===== src/swbr_pkg.sv =====
// shared types, phase and event codes for the single-wire bus command receiver
// no dependencies
`timescale 1ns / 1ps

package swbr_pkg;

    localparam int S_TDATA_W = 40;
    localparam int M_TDATA_W = 16;
    localparam int CFG_ADDR_W = 4;

    // decoder phase codes
    localparam logic [2:0] PH_IDLE  = 3'd0;
    localparam logic [2:0] PH_SYNC  = 3'd1;
    localparam logic [2:0] PH_BITS  = 3'd2;
    localparam logic [2:0] PH_STOP  = 3'd3;
    localparam logic [2:0] PH_TURN  = 3'd4;
    localparam logic [2:0] PH_START = 3'd5;

    // event kinds
    localparam logic [1:0] KIND_NONE    = 2'd0;
    localparam logic [1:0] KIND_RESET   = 2'd1;
    localparam logic [1:0] KIND_COMMAND = 2'd2;
    localparam logic [1:0] KIND_LISTEN  = 2'd3;

    // register indexes
    localparam logic [1:0] REG_RESET_PULSE_MIN = 2'd0;
    localparam logic [1:0] REG_ATTENTION_MIN   = 2'd1;
    localparam logic [1:0] REG_HALF_CELL_MIN   = 2'd2;
    localparam logic [1:0] REG_LISTEN_GAP_MIN  = 2'd3;

    // register reset values
    localparam logic [15:0] RESET_PULSE_MIN_DEF = 16'd4500;
    localparam logic [15:0] ATTENTION_MIN_DEF   = 16'd1200;
    localparam logic [15:0] HALF_CELL_MIN_DEF   = 16'd90;
    localparam logic [15:0] LISTEN_GAP_MIN_DEF  = 16'd300;

    localparam logic [3:0] BITS_PER_BYTE = 4'd8;
    localparam logic [1:0] LISTEN_BYTES  = 2'd2;
    localparam logic [1:0] LISTEN_REG_CODE = 2'd2;

    typedef struct packed {
        logic [15:0] reset_pulse_min;
        logic [15:0] attention_min;
        logic [15:0] half_cell_min;
        logic [15:0] listen_gap_min;
    } swbr_cfg_t;

    typedef struct packed {
        logic        line_level;
        logic [31:0] edge_time;
        logic        device_listening;
        logic        listen_accepted;
    } swbr_item_t;

    typedef struct packed {
        logic [2:0]  phase;
        logic [31:0] last_edge_tick;
        logic [7:0]  shift_byte;
        logic [3:0]  bit_count;
        logic [1:0]  listen_count;
    } swbr_state_t;

    typedef struct packed {
        logic [1:0] event_kind;
        logic [7:0] data_byte;
        logic       device_reset;
        logic       listen_opened;
        logic       listen_closed;
    } swbr_result_t;

endpackage


===== src/swbr_decode.sv =====
// per-edge phase decoder: next state and result word from one edge
// depends on swbr_pkg
`timescale 1ns / 1ps

module swbr_decode
    import swbr_pkg::*;
(
    input  swbr_cfg_t    cfg,
    input  swbr_state_t  st,
    input  swbr_item_t   item,
    output swbr_state_t  st_next,
    output swbr_result_t res
);

    logic [31:0] duration;
    logic        long_half;
    logic [3:0]  bit_count_inc;
    logic [1:0]  listen_count_inc;

    assign duration         = item.edge_time - st.last_edge_tick;
    assign long_half        = duration >= {16'd0, cfg.half_cell_min};
    assign bit_count_inc    = st.bit_count + 4'd1;
    assign listen_count_inc = st.listen_count + 2'd1;

    always_comb begin
        st_next                = st;
        st_next.last_edge_tick = item.edge_time;
        res                    = '0;
        case (st.phase)
            PH_SYNC: begin
                if (!item.line_level && long_half) begin
                    st_next.phase      = PH_BITS;
                    st_next.shift_byte = '0;
                    st_next.bit_count  = '0;
                end
            end
            PH_BITS: begin
                if (!item.line_level) begin
                    st_next.shift_byte = {st.shift_byte[6:0], long_half};
                    st_next.bit_count  = bit_count_inc;
                    if (bit_count_inc == BITS_PER_BYTE) begin
                        st_next.phase = PH_STOP;
                    end
                end
            end
            PH_STOP: begin
                if (item.line_level) begin
                    res.data_byte = st.shift_byte;
                    if (st.listen_count != 2'd0 || item.device_listening) begin
                        res.event_kind = KIND_LISTEN;
                        if (listen_count_inc < LISTEN_BYTES) begin
                            st_next.listen_count = listen_count_inc;
                            st_next.phase        = PH_BITS;
                            st_next.shift_byte   = '0;
                            st_next.bit_count    = '0;
                        end else begin
                            st_next.listen_count = '0;
                            st_next.phase        = PH_IDLE;
                            res.listen_closed    = 1'b1;
                        end
                    end else begin
                        res.event_kind = KIND_COMMAND;
                        st_next.phase  = PH_IDLE;
                        if (st.shift_byte == 8'd0) begin
                            res.device_reset = 1'b1;
                        end else if (st.shift_byte[3:2] == LISTEN_REG_CODE &&
                                     item.listen_accepted) begin
                            st_next.listen_count = '0;
                            st_next.phase        = PH_TURN;
                            res.listen_opened    = 1'b1;
                        end
                    end
                end
            end
            PH_TURN: begin
                if (!item.line_level && duration >= {16'd0, cfg.listen_gap_min}) begin
                    st_next.phase = PH_START;
                end
            end
            PH_START: begin
                if (!item.line_level && long_half) begin
                    st_next.phase      = PH_BITS;
                    st_next.shift_byte = '0;
                    st_next.bit_count  = '0;
                end
            end
            default: begin
                // idle, and the two unused codes behave as idle
                st_next.phase = PH_IDLE;
                if (item.line_level) begin
                    if (duration >= {16'd0, cfg.reset_pulse_min}) begin
                        res.event_kind   = KIND_RESET;
                        res.device_reset = 1'b1;
                    end else if (duration >= {16'd0, cfg.attention_min}) begin
                        st_next.phase      = PH_SYNC;
                        st_next.shift_byte = '0;
                        st_next.bit_count  = '0;
                    end
                end
            end
        endcase
    end

endmodule


===== src/single_wire_bus_command_receiver_top.sv =====
// top level of the single-wire bus command receiver: stream ports, register port
// depends on swbr_pkg and swbr_decode
`timescale 1ns / 1ps

// Host-edge decoder for an open-collector single-wire desktop bus. Each input
// word is one host line edge (new level plus a 32-bit tick timestamp) and every
// edge yields exactly one result word: none, bus reset, command byte or listen
// data byte, with device reset, listen opened and listen closed flags. Time
// between edges is taken modulo 2^32. An edge passes an input register, then
// one pass of the phase decoder that updates the bus state and loads the
// result register, so a word is taken every clock cycle while the result side
// does not stall; a stall on the result side holds the input register until
// the result register frees. The four 16-bit threshold registers sit at
// byte addresses 0, 4, 8 and 12 and are meant to be written while no edge is
// in flight.
module single_wire_bus_command_receiver_top
    import swbr_pkg::*;
(
    input  logic                  aclk,
    input  logic                  aresetn,

    input  logic                  s_tvalid,
    output logic                  s_tready,
    // [0] line_level, [32:1] edge_time, [33] device_listening,
    // [34] listen_accepted, [39:35] zero
    input  logic [S_TDATA_W-1:0]  s_tdata,

    output logic                  m_tvalid,
    input  logic                  m_tready,
    // [7:0] data_byte, [8] device_reset, [9] listen_opened,
    // [10] listen_closed, [15:11] zero
    output logic [M_TDATA_W-1:0]  m_tdata,
    // [1:0] event_kind
    output logic [1:0]            m_tuser,

    input  logic                  psel,
    input  logic                  penable,
    input  logic                  pwrite,
    input  logic [CFG_ADDR_W-1:0] paddr,
    input  logic [31:0]           pwdata,
    output logic [31:0]           prdata,
    output logic                  pready
);

    // configuration registers
    swbr_cfg_t    cfg_reg;
    logic         cfg_wr;
    logic [1:0]   cfg_idx;

    // input stage
    logic         in_valid_reg;
    swbr_item_t   item_reg;

    // bus state and result stage
    swbr_state_t  st_reg;
    swbr_state_t  st_next;
    swbr_result_t res_next;
    swbr_result_t res_reg;
    logic         out_valid_reg;

    logic         advance;

    // register port: no wait states
    assign pready  = 1'b1;
    assign cfg_wr  = psel && penable && pwrite && pready;
    assign cfg_idx = paddr[3:2];

    always_ff @(posedge aclk) begin
        if (!aresetn) begin
            cfg_reg.reset_pulse_min <= RESET_PULSE_MIN_DEF;
            cfg_reg.attention_min   <= ATTENTION_MIN_DEF;
            cfg_reg.half_cell_min   <= HALF_CELL_MIN_DEF;
            cfg_reg.listen_gap_min  <= LISTEN_GAP_MIN_DEF;
        end else if (cfg_wr) begin
            case (cfg_idx)
                REG_RESET_PULSE_MIN: cfg_reg.reset_pulse_min <= pwdata[15:0];
                REG_ATTENTION_MIN:   cfg_reg.attention_min   <= pwdata[15:0];
                REG_HALF_CELL_MIN:   cfg_reg.half_cell_min   <= pwdata[15:0];
                REG_LISTEN_GAP_MIN:  cfg_reg.listen_gap_min  <= pwdata[15:0];
                default: ;
            endcase
        end
    end

    // read back, zero extended
    always_comb begin
        case (cfg_idx)
            REG_RESET_PULSE_MIN: prdata = {16'd0, cfg_reg.reset_pulse_min};
            REG_ATTENTION_MIN:   prdata = {16'd0, cfg_reg.attention_min};
            REG_HALF_CELL_MIN:   prdata = {16'd0, cfg_reg.half_cell_min};
            REG_LISTEN_GAP_MIN:  prdata = {16'd0, cfg_reg.listen_gap_min};
            default:             prdata = '0;
        endcase
    end

    // the held word moves on when the result register is empty or being taken
    assign advance  = in_valid_reg && (!out_valid_reg || m_tready);
    assign s_tready = !in_valid_reg || advance;

    always_ff @(posedge aclk) begin
        if (!aresetn) begin
            in_valid_reg <= 1'b0;
        end else if (s_tready) begin
            in_valid_reg <= s_tvalid;
        end
    end

    // payload needs no reset
    always_ff @(posedge aclk) begin
        if (s_tready && s_tvalid) begin
            item_reg.line_level       <= s_tdata[0];
            item_reg.edge_time        <= s_tdata[32:1];
            item_reg.device_listening <= s_tdata[33];
            item_reg.listen_accepted  <= s_tdata[34];
        end
    end

    swbr_decode u_decode (
        .cfg     (cfg_reg),
        .st      (st_reg),
        .item    (item_reg),
        .st_next (st_next),
        .res     (res_next)
    );

    // bus state advances once per decoded edge
    always_ff @(posedge aclk) begin
        if (!aresetn) begin
            st_reg.phase          <= PH_IDLE;
            st_reg.last_edge_tick <= '0;
            st_reg.shift_byte     <= '0;
            st_reg.bit_count      <= '0;
            st_reg.listen_count   <= '0;
        end else if (advance) begin
            st_reg <= st_next;
        end
    end

    always_ff @(posedge aclk) begin
        if (!aresetn) begin
            out_valid_reg <= 1'b0;
        end else if (advance) begin
            out_valid_reg <= 1'b1;
        end else if (m_tready) begin
            out_valid_reg <= 1'b0;
        end
    end

    always_ff @(posedge aclk) begin
        if (advance) begin
            res_reg <= res_next;
        end
    end

    assign m_tvalid = out_valid_reg;
    assign m_tuser  = res_reg.event_kind;
    assign m_tdata  = {5'd0, res_reg.listen_closed, res_reg.listen_opened,
                       res_reg.device_reset, res_reg.data_byte};

endmodule


===== config.mk =====
export PLATFORM = sky130hd
export DESIGN_NAME = single_wire_bus_command_receiver_top
export DESIGN_NICKNAME = d
export VERILOG_FILES = /design/src/swbr_pkg.sv /design/src/swbr_decode.sv /design/src/single_wire_bus_command_receiver_top.sv
export SDC_FILE = /design/constraint.sdc
export NUM_CORES = 1
export LEC_CHECK = 0
export ABC_AREA = 0
export CAP_MARGIN = 10
export CELL_PAD_IN_SITES_DETAIL_PLACEMENT = 1
export CELL_PAD_IN_SITES_GLOBAL_PLACEMENT = 1
export CORE_ASPECT_RATIO = 0.5
export CORE_MARGIN = 1
export CORE_UTILIZATION = 44
export CTS_CLUSTER_DIAMETER = 120
export DETAILED_ROUTE_END_ITERATION = 16
export DONT_BUFFER_PORTS = 1
export PLACE_DENSITY_LB_ADDON = 0.08
export SLEW_MARGIN = 40
export SYNTH_ARGS = -nofsm -noshare
export SYNTH_HDL_FRONTEND = slang
export SYNTH_HIERARCHICAL = 1
export SYNTH_SLANG_ARGS = --single-unit

===== constraint.sdc =====
create_clock -name aclk -period 12.1 [get_ports aclk]
set_clock_uncertainty 0.1 [all_clocks]
set_input_delay 3.025 -clock aclk [delete_from_list [all_inputs] [get_ports aclk]]
set_output_delay 3.025 -clock aclk [all_outputs]
set_load 0.02 [all_outputs]

==> impl_results.md, run 1 <==
- Grt total ovfl: 0
- Synth area leaders: dfxtp_1 (21%), edfxtp_1 (13%), ha_1 (11%), mux2i_1 (5.7%), buf_4 (3.8%)
- Fmax: 142 MHz
- Placed cell areas: 10900 sq um
- Area of the die: 25700 sq um
- Initial antenna violation count: 0
- DPL Wire Length: 21000 microns
- Max-cap viol count: 0
- Worst hold path type: reg -> reg
- Port Buf Inserts: 0
- Post-CTS setup buffer count: 0
- Tightest Pin Transition: 0.783 ns
- Post-CTS sizing: 0
- RSZ-0062 raised after global routing: no
- CTS Buffer Depth: 2
- # hold bufs at CTS: 0
- Arrival time worst endpoint: 3.89 ns
- CTS sink count: 163
- RD Place Congestion: 0.839
- CP Launch Type: input port
- Seq/Total Area, Yosys: 34.0%
- Hold Fails Final Rpt: 0
- CP max stage cell: buf_4
- Rows: 40
- Number of buffers created by CTS: 17
- Pin count of the biggest net entering global routing: 139
- H-tree depth: 4
- Area leader, netlist: dfxtp_1
- DRT antenna net count: 0
- Crit path largest cell delay: 0.47 ns
- Layout area overhead: 4.34%
- PwrDens: 129 nW/um^2
- # setup viols final: 0
- Fraction of registers with async set/reset: 0%
- DRC errors left: 0
- Ant diodes: 0
- Number of global-route vias before repair: 8998
- Setup CP Type: in -> out
- Most frequently used flop master after synthesis: dfxtp_1
- Ys Warns: 6
- Total track usage: 24.2%
- Via density: 5.62
- Relative slew slack: 47.4%
- Io pins: 136
- Largest register FFs: 64
- Starting density of the core: 45.4%
- Outcome: completed
- Leakage: 0.00456 uW
- Clock Latency Late Sink: 0.46 ns
- Routed wire length per instance: 19.6 microns
- Die height: 114 microns
- Routed WL: 29700 microns
- CP Cell Sequence: nor2b_2 > buf_4 > nand2_1
- Setup TNS: 0 ns
- Root Buffer: clkbuf_16
- Via count: 8515
- Peak VDD IR: 0.000102 V
- First-pass GRT wire length: 48000 microns
- Unique masters post-synth: 74
- Share of the synthesized area in the top cell type: 20.9%
- Initial DRC Count: 390
- Critical-path maximum fanout: 52
- CTS tree: yes
- CP top delay family: buffers and inverters
- Die W: 226 microns
- Worst path required time: 8.97 ns
- Mapped Cells: 1242
- Placeable core area: 24300 sq um
- Drt pass-1 iters: 4
- Fin area: 11500 sq um
- Crit share post-route: 58.0%
- Crit end category: primary output
- Synth Register Bits: 163
- Most frequent cells in the layout: dfxtp_1 (115), nand2_1 (112), inv_1 (107)
- Commonest non-fill, non-tap cell in the layout: dfxtp_1
- Clock transition at path regs: 0.06 ns
- Final nets: 1347
- EDFF count, synth: 48
- Worst path bufs/invs: 1
- Syn Area/Cell: 8.88 sq um
- Pins Over Slew Limit: 0
- Share of cells above drive strength 1: 6.45%
- Mapped Area: 11000 sq um
- Tmin final: 7.02 ns
-- path summary, 6_finish.rpt --
check	slack, ns	to	depth (start not counted)	startpoint
setup reg to reg	6.27	st_reg[10]$_SDFFE_PN0P_	20	item_reg[2]$_DFFE_PP_
setup / recovery	5.08	s_tready	3	m_tready
hold / removal	0.38	st_reg[36]$_SDFFE_PN0P_	2	st_reg[36]$_SDFFE_PN0P_
hold reg to reg	0.38	st_reg[36]$_SDFFE_PN0P_	2	st_reg[36]$_SDFFE_PN0P_
-- metal layers --
metal | share of wire (%) | track usage (%) | wire, microns | vias up
li1 | - | - | - | 4165
met2 | 46 | 40.3 | 13700 | 123
met1 | 49 | 31.9 | 14600 | 4189
met4 | 1.4 | 6.58 | 417 | 0
met5 | 0 | 0 | 0 | -
met3 | 3.4 | 4.95 | 1000 | 38
-- Yosys cell counts, types with 4 or more instances --
cell and count:
a211o_1 5, a211oi_1 10, a21boi_0 47, a21o_1 29, a21oi_1 59, a22o_1 7
and2_1 11, and3_1 8, buf_2 10, buf_4 56, clkbuf_1 48, dfxtp_1 115
edfxtp_1 48, ha_1 98, inv_1 107, mux2i_1 63, mux4_2 16, nand2_1 112
nand2b_1 12, nand3_1 62, nand4_1 15, nor2_1 51, nor2b_1 29, nor3_1 12
nor4_1 4, o211ai_1 11, o21a_1 9, o21ai_0 83, o21bai_1 7, or3_1 4
xnor2_1 15, xor2_1 9
-- logic make-up (layout without fill, tap and decap cells) --
group	after synthesis	after routing	synth area share, %
xor gates and xnor gates	24	24	1.91
and+or+nand+nor	341	341	15.3
buffers and inverters	228	144	10.0
AOI/OAI and AO/OA	304	304	18.2
adders and majority gates	99	99	11.3
muxes	81	81	9.23
DFF	163	163	34.0
other	2	22	0.0681
-- worst min-delay path, delay by kind of cell (launching register included) --
kind	cells	cell delay (ns)
AO/OA/AOI/OAI	2	0.12
flip-flops	1	0.31
-- report_power, final --
group / total, uW / leakage, uW / switching [uW] / internal (uW)
logic: 306 / 0.00286 / 191 / 115
registers: 591 / 0.00141 / 11.7 / 579
clock network: 587 / 0.000295 / 256 / 331
total: 1480 / 0.00456 / 459 / 1030
-- metrics by stage --
stage | utilization, % | total power (uW) | instances | setup slack (ns) | hold slack [ns]
after floorplan | - | 842 | 1262 | 4.97 | 0.345
after global placement | 44.8 | 893 | 1482 | 5.11 | 0.356
after detailed placement | 44.8 | 905 | 1482 | 5.09 | 0.367
after CTS | 47.4 | 1500 | 1514 | 5.05 | 0.377
after global routing | 47.4 | 1560 | 1514 | 5.00 | 0.396
final | 47.4 | 1480 | 1514 | 5.08 | 0.376
-- final cells by class --
cell class / count / area [sq um]
clock buffers: 17 / 425
clock inverters: 15 / 196
fillers: 2797 / 12800
inverters: 107 / 402
multi-input cells: 871 / 6280
flip-flops and latches: 163 / 3740
well taps: 336 / 420
repair buffers: 5 / 37.5
Note: power is estimated with default switching activity, not from simulation.
==> inputs of run 2 (changes only) <==
ABC_AREA = 1   (was 0)
CORE_UTILIZATION = 42   (was 44)
clock period = 6.2 ns   (was 12.1 ns; I/O delays follow)
==> run 2 against run 1 <==
  * Cell count is 47% higher
  * Combinational power grew to 3.1 times the previous value
  * Global-route usage is 1.8 points higher
  * Worst hold slack better by 0.0088 ns
  * Utilization is 2.2 points lower
  * Setup slack worse by 3.5 ns
  * Critical path type is now reg -> reg
  * Largest power group unchanged
  * Highest routed layer unchanged
==> impl_results.md, run 2 <==
- Routed WL: 37400 microns
- Initial antenna violation count: 0
- Critical-path maximum fanout: 13
- Peak VDD IR: 0.000212 V
- RSZ-0062 raised after global routing: no
- Min-delay src: st_reg[40]$_SDFFE_PN0P_
- Setup CP Type: reg -> reg
- Rows: 43
- Seq/Total Area, Yosys: 31.0%
- Main combinational cell family by area after synthesis: simple AND/OR/NAND/NOR gates
- Crit share post-route: 74.4%
- DRT antenna net count: 0
- CTS sink count: 163
- Clock transition at path regs: 0.07 ns
- Number of buffers created by CTS: 17
- DPL Wire Length: 28200 microns
- Number of global-route vias before repair: 11400
- Post-synthesis compound-gate area fraction: 6.28%
- Arrival time worst endpoint: 4.91 ns
- Commonest non-fill, non-tap cell in the layout: nand2_1
- EDFF count, synth: 48
- CP startpoint: item_reg[2]$_DFFE_PP_
- Setup TNS: 0 ns
- Relative slew slack: 49.3%
- Die height: 122 microns
- Simple logic cell fraction of the synthesized area: 35.8%
- Unique masters post-synth: 45
- Mapped Cells: 1879
- Leakage: 0.00631 uW
- Xor/xnor share of the synthesized area: 1.16%
- DRC errors left: 0
- Clock Latency Late Sink: 0.46 ns
- Post-layout util: 45.2%
- Die W: 242 microns
- Fin area: 12600 sq um
- Share of the synthesized area in the top cell type: 19.0%
- Count leader, synth: nand2_1
- Syn Area/Cell: 6.44 sq um
- Grt total ovfl: 0
- Root Buffer: clkbuf_16
- First-pass GRT wire length: 59900 microns
- Layout area overhead: 4.52%
- Routed wire length per instance: 16.9 microns
- Share of cells above drive strength 1: 3.92%
- Initial DRC Count: 580
- Starting density of the core: 43.2%
- Ys Warns: 6
- Final nets: 2006
- Synth Register Bits: 163
- CP Launch Type: flip-flop
- Post-CTS sizing: 0
- Post-CTS setup buffer count: 0
- Most frequent cells in the layout: nand2_1 (555), inv_1 (309), nor2_1 (287)
- CTS tree: yes
- Final Power: 3270 uW
- Total track usage: 26.0%
- Filler cells: 3786
- Largest register FFs: 64
- Mapped Area: 12100 sq um
- Post-Synth Adder-Cell Area: 10.3%
- Port Buf Inserts: 0
- CTS Buffer Depth: 2
- Area leader, netlist: dfxtp_1
- Tmin final: 4.61 ns
- Crit end category: flip-flop
- Fmax: 217 MHz
- Most frequently used flop master after synthesis: dfxtp_1
- Outcome: completed
- RD Place Congestion: 0.899
- Placeable core area: 28000 sq um
- # hold bufs at CTS: 0
- Pin count of the biggest net entering global routing: 115
- Via density: 5.11
- Worst hold path type: reg -> reg
- Pins Over Slew Limit: 0
- Area of the die: 29500 sq um
- Via count: 11300
- PwrDens: 259 nW/um^2
- Io pins: 136
- Tightest Pin Transition: 0.758 ns
- Max-cap viol count: 0
- Final Hold Slack: 0.385 ns
- Hold Fails Final Rpt: 0
- Synth area leaders: dfxtp_1 (19%), nand2_1 (17%), edfxtp_1 (12%), ha_1 (10%), inv_1 (9.6%)
- Drt pass-1 iters: 5
- Worst r2r src: item_reg[2]$_DFFE_PP_
- Fraction of registers with async set/reset: 0%
- Multiplexer share of the synthesized area: 0%
- # setup viols final: 0
- Placed cell areas: 12000 sq um
- Worst path required time: 6.50 ns
- H-tree depth: 4
- Ant diodes: 0
- Commonest cells in the netlist: nand2_1 (555), inv_1 (309), nor2_1 (289)
-- run 2: per-stage QoR --
step,cells,setup slack (ns)
2_1_floorplan,1899,2.28
3_3_place_gp,2187,1.70
3_5_place_dp,2187,1.64
4_1_cts,2219,1.63
5_1_grt,2219,1.32
6_report,2219,1.59
-- run 2: path summary, 6_finish.rpt --
path                             endpoint  slack [ns]  cells past startpoint
setup / recovery   st_reg[9]$_SDFFE_PN0P_        1.59                     23
hold / removal    st_reg[40]$_SDFFE_PN0P_        0.38                      2
hold reg to reg   st_reg[40]$_SDFFE_PN0P_        0.38                      2
setup reg to reg   st_reg[9]$_SDFFE_PN0P_        1.59                     23
-- run 2: area by class of cell --
type	count	area, sq um	area share (%)
Multi-Input combinational cell	1320	6570	52.0
Sequential cell	163	3740	29.6
Inverter	313	1170	9.30
Clock buffer	21	482	3.81
Tap cell	382	478	3.78
Clock inverter	11	125	0.990
Timing Repair Buffer	9	67.6	0.535
-- run 2: kinds of logic (layout without fill, tap and decap cells) --
kind of cell,count (synthesis),after routing
and+or+nand+nor,1046,1046
DFF,163,163
adders and majority gates,99,99
other,2,22
xor gates and xnor gates,16,16
buffers and inverters,416,354
AOI/OAI and AO/OA,137,137
-- run 2: routing by layer --
layer / share of wire, % / GRT usage [%] / routed length (microns)
met2: 45 / 43.1 / 16900
met5: 0 / 0 / 0
met3: 3.8 / 4.43 / 1420
met1: 50 / 35.0 / 18600
met4: 1.2 / 7.08 / 456
-- run 2: power breakdown --
part / switching (uW) / internal [uW]
Clock: 492 / 641
Combinational: 641 / 304
Sequential: 41.7 / 1150
Total: 1180 / 2090
-- run 2: critical path: stages, from the launching register on --
cell      delay (ns)
edfxtp_1        0.34
inv_1           0.04
ha_1            0.20
fa_1            0.41
inv_1           0.13
nand2_1         0.07
nand3_1         0.16
xor2_1          0.50
ha_1            0.37
nand2_1         0.07
nor2_1          0.04
a211oi_1        0.18
o21ai_0         0.18
nand2_1         0.09
nand2_1         0.07
a21oi_1         0.57
nand3_1         0.21
nand2_2         0.15
nand2_2         0.21
nand3b_1        0.15
nand2_1         0.07
nand2_1         0.06
o21ai_0         0.08
nor2_1          0.11
